## src/rtl/voxel_height_neighbor_difference_assert.svh

```systemverilog
`ifndef VOXEL_HEIGHT_NEIGHBOR_DIFFERENCE_ASSERT_SVH
`define VOXEL_HEIGHT_NEIGHBOR_DIFFERENCE_ASSERT_SVH

// same-cycle implication, clocked on aclk, off during reset
`define VHND_CHECK_NOW(label, ante, cons, msg) \
    label: assert property (@(posedge aclk) disable iff (!aresetn) (ante) |-> (cons)) \
        else $error(msg);

// next-cycle implication
`define VHND_CHECK_NEXT(label, ante, cons, msg) \
    label: assert property (@(posedge aclk) disable iff (!aresetn) (ante) |=> (cons)) \
        else $error(msg);

`endif

```

## src/rtl/vhnd_pkg.sv

```systemverilog
package vhnd_pkg;

    localparam int BITS_W      = 64;
    localparam int COL_CFG_W   = 11;
    localparam int ROW_CFG_W   = 13;
    localparam int DEPTH_CFG_W = 7;
    localparam int ROW_W       = 12;
    localparam int DIFF_W      = 16;
    localparam int CFG_INDEX_W = 2;
    localparam int CFG_DATA_W  = 13;
    localparam int COUNT_W     = 4;

    localparam int ROWS_MAX    = 4096;
    localparam int DIFF_MAX    = 32767;
    localparam int DIFF_MIN_MAG = 32768;

    localparam logic [COL_CFG_W-1:0]   COLUMNS_RESET = 11'd1024;
    localparam logic [ROW_CFG_W-1:0]   ROWS_RESET    = 13'd1024;
    localparam logic [DEPTH_CFG_W-1:0] DEPTH_RESET   = 7'd64;

    localparam logic [CFG_INDEX_W-1:0] CFG_COLUMNS = 2'd0;
    localparam logic [CFG_INDEX_W-1:0] CFG_ROWS    = 2'd1;
    localparam logic [CFG_INDEX_W-1:0] CFG_DEPTH   = 2'd2;

endpackage

```

## src/rtl/vhnd_height.sv

```systemverilog
module vhnd_height #(
    parameter int MAX_DEPTH = 64,
    parameter int HEIGHT_W  = $clog2(MAX_DEPTH + 1)
) (
    input  logic [vhnd_pkg::BITS_W-1:0]      column_bits,
    input  logic [vhnd_pkg::DEPTH_CFG_W-1:0] depth,
    output logic [HEIGHT_W-1:0]              height
);

    import vhnd_pkg::*;

    localparam logic [DEPTH_CFG_W-1:0] DEPTH_LIMIT = DEPTH_CFG_W'(MAX_DEPTH);

    logic [DEPTH_CFG_W-1:0] depth_eff;

    assign depth_eff = (depth > DEPTH_LIMIT) ? DEPTH_LIMIT : depth;

    // highest occupied voxel below the depth limit
    always_comb begin
        height = '0;
        for (int z = 0; z < MAX_DEPTH; z++) begin
            if (column_bits[z] && (DEPTH_CFG_W'(z) < depth_eff)) begin
                height = HEIGHT_W'(z + 1);
            end
        end
    end

endmodule

```

## config.mk

```make
export PLATFORM = sky130hd
export DESIGN_NAME = vhnd_height
export DESIGN_NICKNAME = d
export VERILOG_FILES = /design/src/rtl/voxel_height_neighbor_difference_assert.svh /design/src/rtl/vhnd_pkg.sv /design/src/rtl/vhnd_height.sv
export SDC_FILE = /design/constraint.sdc
export NUM_CORES = 1
export LEC_CHECK = 0
export ABC_AREA = 1
export BUFFER_PORTS_ARGS = -buffer_cell sky130_fd_sc_hd__buf_2
export CAP_MARGIN = 0
export CORE_ASPECT_RATIO = 1.75
export CORE_MARGIN = 4
export CORE_UTILIZATION = 40
export DETAILED_ROUTE_END_ITERATION = 8
export PLACE_DENSITY = 0.75
export SYNTH_ARGS = -nofsm -noshare
export SYNTH_HDL_FRONTEND = slang
export SYNTH_SLANG_ARGS = --single-unit
export TNS_END_PERCENT = 50
```

## constraint.sdc

```tcl
create_clock -name vclk -period 4.4
set_input_delay 0.66 -clock vclk [all_inputs]
set_output_delay 0.66 -clock vclk [all_outputs]
set_load 0.02 [all_outputs]
```

# == After elaboration in Yosys (flattened, before gate mapping) ==
# Index checks and enable logic that the tools add are counted.
# word_totals
ff_bits,0
# classes
order_cmp,65
muxes,65
reduce_logical,64
# op_table
operator,n
two-way mux 7 bit,64
"< comparator 6 x 7 -> 1 bit, first input constant",32
"< comparator 5 x 7 -> 1 bit, first input constant",16
logical AND 1 bit,64
"< comparator 4 x 7 -> 1 bit, first input constant",8
"< comparator 3 x 7 -> 1 bit, first input constant",4
"< comparator 1 x 7 -> 1 bit, first input constant",2
"< comparator 2 x 7 -> 1 bit, first input constant",2
"> comparator 7 bit, second input constant",1
two-way mux 1 bit,1

# == Longest topological paths before layout ==
# depth
word_depth,68
depth_mapped,67
mapped_depth_nobuf,67

# == Worst setup path after synthesis ==
# Ideal clock, no wire load.
# synth_timing
path_kind,input port to output port
start,input port depth[6] in the netlist's numbering
end,output port height[0]
arrival_time_ps,4068
n_path_buf,0
cell_stages,61
required_time_ps,3740
setup_slack_ps,-328
path_cell_list,inv_2 nand3_1 nor2_1 o21ai_1 nand2_1 nand2_1 nand2_1 nand2_1 nand2_1 nand2_1 nand2_1 nand2_1 nand2_1 nand2_1 nand2_1 nand2_1 nand2_1 nand2_1 (+25 left out) nand2_1 nand2_1 nand2_1 nand2_1 nand2_1 nand2_1 nand2_1 nand2_1 nand2_1 nand2_1 nand2_1 nand2_1 nand2_1 nand2_1 nand2_1 nand2_1 nand2_1 a21oi_2
# synth_via
elab_chain_cells,68
# synth_lines
element,line,source
start: declaration,vhnd_height.sv:6,"input logic [vhnd_pkg::DEPTH_CFG_W-1:0] depth,"
> comparator 7 bit,vhnd_height.sv:16,assign depth_eff = (depth > DEPTH_LIMIT) ? DEPTH_LIMIT : depth;
two-way mux 7 bit *,vhnd_height.sv:16,
< comparator 1 x 7 -> 1 bit,vhnd_height.sv:22,if (column_bits[z] && (DEPTH_CFG_W'(z) < depth_eff)) begin
logical AND 1 bit,vhnd_height.sv:22,
two-way mux 1 bit,vhnd_height.sv:22,
two-way mux 7 bit (62 in series),vhnd_height.sv:22,
two-way mux 7 bit *,vhnd_height.sv:22,
end: declaration,vhnd_height.sv:7,output logic [HEIGHT_W-1:0] height
# Mark *: on every way between the ends. The rest lies on a longest branch, timed or not.

# == Worst setup path in the final report ==
# Same ends and word-level chain as after synthesis.

==> results_dict.tcl <==
set metrics [dict create \
    status "finished, violations left" \
    violations "negative setup slack" \
    wirelength_um 6793 \
    internal_power_w 0.0001254 \
    p_per_area_nw_per_um2 109.0 \
    synth.area.top_cells "nand2_1 (34%), nor2_1 (16%), inv_1 (14%)" \
    route.detailed.drc 0 \
    diodes 0 \
    top_level_ports 78 \
    seq_area_um2 0 \
    start_util_pct 41.55 \
    slowest_stage "o211ai_1" \
    via_per_inst 5.156 \
    hold_depth 4 \
    slew_headroom_pct 67.06 \
    netlist_instances 344 \
    syn_avg_cell_area_um2 4.383 \
    slowest_delay_ns 0.23 \
    synth_area_um2 1508 \
    share_comb_of_total_power_pct 100.0 \
    design.seq.count 0 \
    power_switching_w 0.0001505 \
    holdPathEnd "height[6]" \
    post-place-cells 520 \
    clkbuf_count 0 \
    final_util_pct 69.76 \
    ir_drop_mv 0.06439 \
    syn-num-nets 415 \
    core-area_um2 3628 \
    max_freq_ghz 0.1841 \
    slew_viol_final 0 \
    n_fill_cell 364 \
    grt_start_max_net_pins 9 \
    final_cell_area_um2 2531 \
    num_rows 29 \
    critical_path_class "in2out" \
    crit_top_cell "nand2_1" \
    fin_crit_ns 5.433 \
    hold_viol 0 \
    dp_slack_ns -0.9721 \
    holdBufCountCts 0 \
    antenna_found_initial 0 \
    crit_path_end_kind "primary output" \
    post-route-period-util_pct 123.5 \
    synth_area_leader_cell "nand2_1" \
    placed_area_um2 2360 \
    synth_most_common_cell "nand2_1" \
    post-dp-hpwl_um 5100 \
    syn_to_final_growth_pct 67.88 \
    crit_fanout 5 \
    swShare_pct 54.54 \
    drtIter0Drc 64 \
    setup_viol 3 \
    min_path_type "in2out" \
    start_kind "input port" \
    seq_area_frac_synth_pct 0 \
    vias 2748 \
    cap_violations 0 \
    grt_overflow 0 \
    portBuffers 78 \
    worstMarginPinSlew_ns 0.4908 \
    finalNetCount 560 \
    gp_congestion 0.9178 \
    synthTopCellsByCount "nand2_1 (136), nor2_1 (64), inv_1 (56)" \
    power_leakage_nw 1.597 \
    grt_pass1_vias 2714 \
    clock_power_share_pct 0 \
    required_ns 3.74 \
    yosys_warnings 0 \
    hold_start "column_bits[63]" \
    rsz0062_at_grt "true" \
    cp.arrival_ns 4.77 \
    drtAntennaViolNets 0 \
    die_y_um 89.22 \
    netlist.area_leader.share_pct 33.86 \
    multiInputGateArea_um2 1319 \
    wl_per_cell_um 12.74 \
    fin_cells 533 \
    drive_gt1_share_pct 33.68 \
    grt_pass1_wl_um 10710 \
    grt_util_all_layers_pct 28.56 \
    power_frac_seq_pct 0 \
    dieArea_um2 4854 \
    layout_setup_ws_ns -1.033 \
    firstDrtPassIters 4 \
    die_x_um 54.41 \
    fin_setup_tns_ns -2.205 \
    ys_types 23 \
]
per-layer routing:
layer,track usage [%],wire length (um),up-vias
met1,25.55,2342,1217
met4,18.59,316,0
met5,0,0,-
li1,-,-,1378
met3,5.008,337,35
met2,54.63,3796,118
worst max-delay path by stage:
| stage | from | to | slack (ns) | depth (start not counted) |
|---|---|---|---|---|
| 3_5_place_dp | depth[6] | height[0] | -0.97 | 69 |
| 4_1_cts | depth[5] | height[0] | -0.83 | 67 |
| 5_1_grt | depth[6] | height[0] | -1.45 | 63 |
| 3_3_place_gp | depth[6] | height[0] | -0.85 | 69 |
| 6_report | depth[6] | height[0] | -1.03 | 63 |
| 2_1_floorplan | depth[6] | height[0] | -0.25 | 65 |
cell usage in the layout (no fill, tap or decap), types with 4 or more instances in the layout:
cell type / n
nand2_1: 131
buf_2: 72
buf_4: 68
nor2_1: 60
inv_1: 55
o211ai_1: 17
a21oi_1: 17
nor3_1: 10
o21ai_1: 8
nand3_1: 7
nand2_2: 5
o21ai_0: 5
nand2_4: 4
o311ai_0: 4
per-stage QoR:
step	total power (W)	hold WS (ns)
6_report	0.0002759	1.785
5_1_grt	0.0003054	1.820
4_1_cts	0.0002647	1.782
3_5_place_dp	0.0002450	1.784
3_3_place_gp	0.0002400	1.773
2_1_floorplan	0.0001388	1.505
cell families (layout without fill, tap and decap cells):
logic type / after synthesis / count (layout) / share of synthesized area [%]
buf+inv: 61 / 204 / 15.85
compound gates: 58 / 58 / 24.40
simple gates: 225 / 225 / 59.75
critical path, delay by kind of cell:
kind	cells	cell delay (ns)
AO/OA/AOI/OAI	2	0.36
buffers and inverters	5	0.63
AND/OR/NAND/NOR	56	3.11
cell type report:
class              instances  share of cell area [%]
inverters                 60                   9.095
multi-input cells        283                   52.10
well taps                 46                   2.274
repair buffers           144                   36.53
power groups by stage:
| stage | Sequential [W] | Clock (W) | Combinational, W |
|---|---|---|---|
| 2_1_floorplan | 0 | 0 | 0.000139 |
| 6_report | 0 | 0 | 0.000276 |
| 4_1_cts | 0 | 0 | 0.000265 |
| 3_5_place_dp | 0 | 0 | 0.000245 |
| 3_3_place_gp | 0 | 0 | 0.000240 |
| 5_1_grt | 0 | 0 | 0.000305 |
timing repair:
| item | 4_1_cts | 5_1_grt |
|---|---|---|
| endpoints found under the setup margin | 2 | 4 |
| pin swaps | 8 | 3 |
| buffers inserted | 12 | 1 |
| gates resized for setup | 20 | 6 |
| endpoints found under the hold margin | 0 | 0 |
Power figures use the tool's default switching activity.
